### config.mk
export PLATFORM = sky130hd
export DESIGN_NAME = slac_ctrl
export DESIGN_NICKNAME = d
export VERILOG_FILES = /design/src/sv/slac_pkg.sv /design/src/sv/slac_ctrl.sv
export SDC_FILE = /design/constraint.sdc
export NUM_CORES = 1
export LEC_CHECK = 0
export BUFFER_PORTS_ARGS = -buffer_cell sky130_fd_sc_hd__buf_4
export CORE_AREA = 8 8 45 47
export DETAILED_ROUTE_END_ITERATION = 6
export DIE_AREA = 0 0 53 55
export PLACE_DENSITY = 0.35
export SETUP_SLACK_MARGIN = 0.02
export SYNTH_ARGS = -nofsm -noshare
export SYNTH_HDL_FRONTEND = slang
export SYNTH_SLANG_ARGS = --single-unit
### constraint.sdc
create_clock -name clk -period 1.2 [get_ports clk]
set_clock_uncertainty 0.1 [all_clocks]
set_input_delay 0.06 -clock clk [delete_from_list [all_inputs] [get_ports clk]]
set_output_delay 0.06 -clock clk [all_outputs]
set_load 0.05 [all_outputs]
### src/sv/slac_pkg.sv
// ----------------------------------------------------------------------------
// slac_pkg
// Shared types, constants and helpers of the set-associative LRU cache model.
// ----------------------------------------------------------------------------
`default_nettype none

package slac_pkg;

	// default geometry
	localparam int DEF_NUM_SETS    = 64;
	localparam int DEF_NUM_WAYS    = 4;
	localparam int DEF_BLOCK_BYTES = 16;

	// fixed field widths
	localparam int ADDR_W     = 32;
	localparam int CNT_W      = 32;
	localparam int STAMP_W    = 32;
	localparam int CYC_W      = 48;
	localparam int WAY_USED_W = 2;

	// configuration port
	localparam int CFG_IDX_W  = 1;
	localparam int CFG_DATA_W = 16;

	localparam logic [CFG_IDX_W-1:0] REG_HIT_CYCLES  = 1'd0;
	localparam logic [CFG_IDX_W-1:0] REG_MISS_CYCLES = 1'd1;

	localparam logic [CFG_DATA_W-1:0] HIT_CYCLES_RST  = 16'd1;
	localparam logic [CFG_DATA_W-1:0] MISS_CYCLES_RST = 16'd100;

	// controller to datapath
	typedef struct packed {
		logic clear;
		logic accept;
		logic lookup;
		logic mult;
		logic load_out;
	} cmd_t;

	// datapath to controller
	typedef struct packed {
		logic clr_last;
		logic out_free;
	} stat_t;

	// floor of log2, used on parameters only
	function automatic int flog2(input int v);
		int n;
		int x;
		n = 0;
		x = v;
		while (x > 1) begin
			x = x >> 1;
			n++;
		end
		return n;
	endfunction

	function automatic logic [CNT_W-1:0] sat_inc(input logic [CNT_W-1:0] v);
		return (v == '1) ? v : v + CNT_W'(1);
	endfunction

endpackage

`default_nettype wire

### src/sv/slac_ctrl.sv
// ----------------------------------------------------------------------------
// slac_ctrl
// Sequencer: tag store clearing pass, then read / lookup / multiply / sum.
// ----------------------------------------------------------------------------
`default_nettype none

module slac_ctrl (
	input  wire logic           clk,
	input  wire logic           arst_n,
	input  wire logic           in_valid,
	output logic                in_ready,
	input  wire slac_pkg::stat_t stat,
	output slac_pkg::cmd_t      cmd
);
	import slac_pkg::*;

	localparam logic [2:0] ST_CLEAR = 3'd0;
	localparam logic [2:0] ST_IDLE  = 3'd1;
	localparam logic [2:0] ST_LOOK  = 3'd2;
	localparam logic [2:0] ST_MUL   = 3'd3;
	localparam logic [2:0] ST_SUM   = 3'd4;

	logic [2:0] state_q;
	logic [2:0] state_d;

	always_comb begin
		cmd      = '0;
		state_d  = state_q;
		in_ready = (state_q == ST_IDLE);
		case (state_q)
			ST_CLEAR: begin
				cmd.clear = 1'b1;
				if (stat.clr_last) begin
					state_d = ST_IDLE;
				end
			end
			ST_IDLE: begin
				if (in_valid) begin
					cmd.accept = 1'b1;
					state_d    = ST_LOOK;
				end
			end
			ST_LOOK: begin
				cmd.lookup = 1'b1;
				state_d    = ST_MUL;
			end
			ST_MUL: begin
				cmd.mult = 1'b1;
				state_d  = ST_SUM;
			end
			ST_SUM: begin
				// wait here until the output register can take the transaction
				if (stat.out_free) begin
					cmd.load_out = 1'b1;
					state_d      = ST_IDLE;
				end
			end
			default: begin
				state_d = ST_IDLE;
			end
		endcase
	end

	always_ff @(posedge clk or negedge arst_n) begin
		if (!arst_n) begin
			state_q <= ST_CLEAR;
		end else begin
			state_q <= state_d;
		end
	end

	a_look_after_idle: assert property (@(posedge clk) disable iff (!arst_n)
		state_q == ST_LOOK |-> $past(state_q) == ST_IDLE)
		else $error("lookup not preceded by an accepted transaction");

	a_load_when_free: assert property (@(posedge clk) disable iff (!arst_n)
		cmd.load_out |-> stat.out_free)
		else $error("output register overwritten");

	a_clear_runs_out: assert property (@(posedge clk) disable iff (!arst_n)
		state_q == ST_CLEAR && !stat.clr_last |=> state_q == ST_CLEAR)
		else $error("clearing pass cut short");

endmodule

`default_nettype wire

==> results.json <==
{
  "seq_area_frac_synth_pct": 38.22,
  "fp.dieH_um": 55,
  "cap_viol_max_count": 0,
  "yosysTopAreaCell": "dfrtp_1",
  "vias_per_cell": 4.268,
  "drc": 0,
  "crit_fanout": 4,
  "core_area_um2": 1384,
  "fin_cells": 56,
  "io_pins": 11,
  "status": "finished, violations left",
  "clkSinkCount": 3,
  "fin_util_pct": 31.74,
  "finalHoldViolCount": 0,
  "violations": "negative setup slack",
  "p_leak_nw": 0.2026,
  "ant_nets": 0,
  "async_flop_share_pct": 100.0,
  "avgSynthCellArea_um2": 9.822,
  "synth_most_common_cell": "dfrtp_1",
  "syn_nets": 25,
  "largest_reg_flops": 3,
  "grt_pass1_vias": 259,
  "ys_top_cells_by_area": "dfrtp_1 38%, nand2b_1 6.4%, nor3b_2 6.4%, buf_6 5.7%, mux2i_1 5.1%",
  "grtUsageMet3_pct": 2.139,
  "cts_buffer_depth": 2,
  "worstPathArrival_ps": 1240,
  "finalCriticalPeriod_ps": 1395,
  "top_register": "state_q",
  "synth_cells": 20,
  "track_usage_pct": 5.528,
  "setup_ws_ps": -195.3,
  "clk_pin_slew_ps": 40,
  "regArea_um2": 78.83,
  "timing.final.crit_share_pct": 116.3,
  "grt_max_degree": 8,
  "dpl-instance-area_um2": 324.1,
  "dp_hpwl_um": 465.5,
  "worstHoldStart": "in_valid",
  "synth_top_area_share_pct": 38.22,
  "startpoint_type": "flip-flop",
  "die_area_um2": 2915,
  "via_count": 239,
  "antenna_found_initial": 0,
  "nets": 46,
  "port_buffers": 10,
  "use_met2_pct": 7.617,
  "reg_top3": "state_q: 3 flops",
  "antenna_cells": 0,
  "synthToLayoutAreaGrowth_pct": 123.6,
  "top_usage_layer": "met4",
  "tightest_slew_ps": 206.4,
  "crit_type": "flip-flop to output pin",
  "die_x_um": 53,
  "firstDrtPassIters": 4,
  "dpl.cell_count": 48,
  "synthTopCellsByCount": "3 x dfrtp_1, 2 x nand2b_1, 2 x nor2_1",
  "cts_made_buffers": 3,
  "multi_input_area_um2": 135.1,
  "max_freq_ghz": 0.7167,
  "synth_cell_type_count": 16,
  "rows": 14,
  "floorplan.initialDensity_pct": 14.20,
  "grt_pass1_wl_mm": 1.076,
  "syn_area_um2": 196.4,
  "met1_usage_pct": 5.038,
  "drive_above_1_share_pct": 72.50,
  "hold_slack_ps": 10.23,
  "r2r-start": "state_q[1]$_DFFE_PN0P_",
  "place_congestion": 0.6854,
  "final_cell_area_um2": 439.2,
  "hp-class": "primary input to flip-flop",
  "ys_ff_latch": 3,
  "synth_edf_count": 0,
  "drt-initial-drc-count": 2,
  "rsz0062_at_grt": "true",
  "ys_warn_count": 0,
  "maxSlewViolCount": 0,
  "worst_setup_path_end_kind": "output pin",
  "power_mw": 1.523,
  "clockRootBuffer": "clkbuf_4",
  "wire_per_inst_um": 13.68,
  "synth_top_flop_cell": "dfrtp_1",
  "overflow": 0,
  "ir_worst_vdd_v": 0.001054,
  "power_density_nw_per_um2": 3469,
  "setup_viol": 6,
  "relSlewSlack_pct": 86.24,
  "clk_latency_ps": 240,
  "htreeDepth": 1,
  "n_fill_cell": 151,
  "cts_tree": "yes",
  "drt_wl_total_um": 766,
  "worstSetupStartpoint": "state_q[2]$_DFFE_PN0P_",
  "required_ps": 1040
}
stage by stage:
stage | setup slack [ps] | setup TNS [ps]
detailed placement | -20.80 | -20.80
finish | -195.3 | -937.6
global route | -224.1 | -1146
floorplan | -287.8 | -535.7
CTS | -181.2 | -899.7
global placement | 5.883 | 0
worst max-delay path: stages (launching register included):
cell,delay [ps]
dfrtp_2,440
buf_6,140
nor3_2,220
buf_6,190
cells in the final DEF, fill, tap and decap left out:
master         Yosys  final
and2_4             0      1
a2bb2oi_1          1      1
dfrtp_2            0      3
dlygate4sd3_1      0      1
a21oi_1            1      1
nor3b_4            0      1
buf_8              0      4
clkbuf_1           0      1
clkbuf_4           0      3
a31o_1             1      1
nor2_4             0      1
buf_6              1      4
buf_4              0      8
nand3b_1           1      1
nor3_2             0      1
and3b_2            0      1
inv_1              1      1
and3_2             0      1
nand2b_1           2      2
nor3b_2            1      1
nor2_1             2      1
mux2i_1            1      1
layer usage:
layer  share of wire, %  up-vias
met1                 40      113
met3                9.3        2
met5                  0        -
met4                3.5        0
li1                   -      110
met2                 47       14
where the power goes:
part	internal, mW	leakage (nW)	switching, mW	total [mW]
clock	0.125	0.0150	0.0610	0.186
combinational	0.530	0.154	0.532	1.06
sequential	0.158	0.0337	0.117	0.275
what timing repair did:
item	in CTS	in global routing
hold endpoints to repair	3	0
pin swaps	1	2
setup buffers	2	1
endpoints found under the setup margin	6	6
gates resized for setup	14	3
hold buffers	1	0
cells by family after synthesis:
family / count (synthesis) / share of synthesized area (%)
AND/OR/NAND/NOR: 11 / 37.58
AO/OA/AOI/OAI: 3 / 11.46
flip-flops: 3 / 38.22
buffers and inverters: 2 / 7.641
multiplexers: 1 / 5.096
cell type report:
| type | count | share of cell area [%] |
|---|---|---|
| Clock buffer | 4 | 5.983 |
| Tap cell | 16 | 4.558 |
| Sequential cell | 3 | 17.95 |
| Multi-Input combinational cell | 15 | 30.77 |
| Timing Repair Buffer | 17 | 39.89 |
| Inverter | 1 | 0.8547 |
worst paths after layout:
| path | endpoint | slack (ps) | cells after the start |
|---|---|---|---|
| setup / recovery | cmd[4] | -200 | 3 |
| hold / removal | state_q[1]$_DFFE_PN0P_ | 10 | 3 |
| setup reg to reg | state_q[2]$_DFFE_PN0P_ | 60 | 2 |
| hold reg to reg | state_q[1]$_DFFE_PN0P_ | 530 | 2 |
| max in group asynchronous | state_q[0]$_DFFE_PN0P_ | 850 | 2 |
| min in group asynchronous | state_q[1]$_DFFE_PN0P_ | 40 | 2 |
No activity file was read; power rests on OpenSTA's default activity.
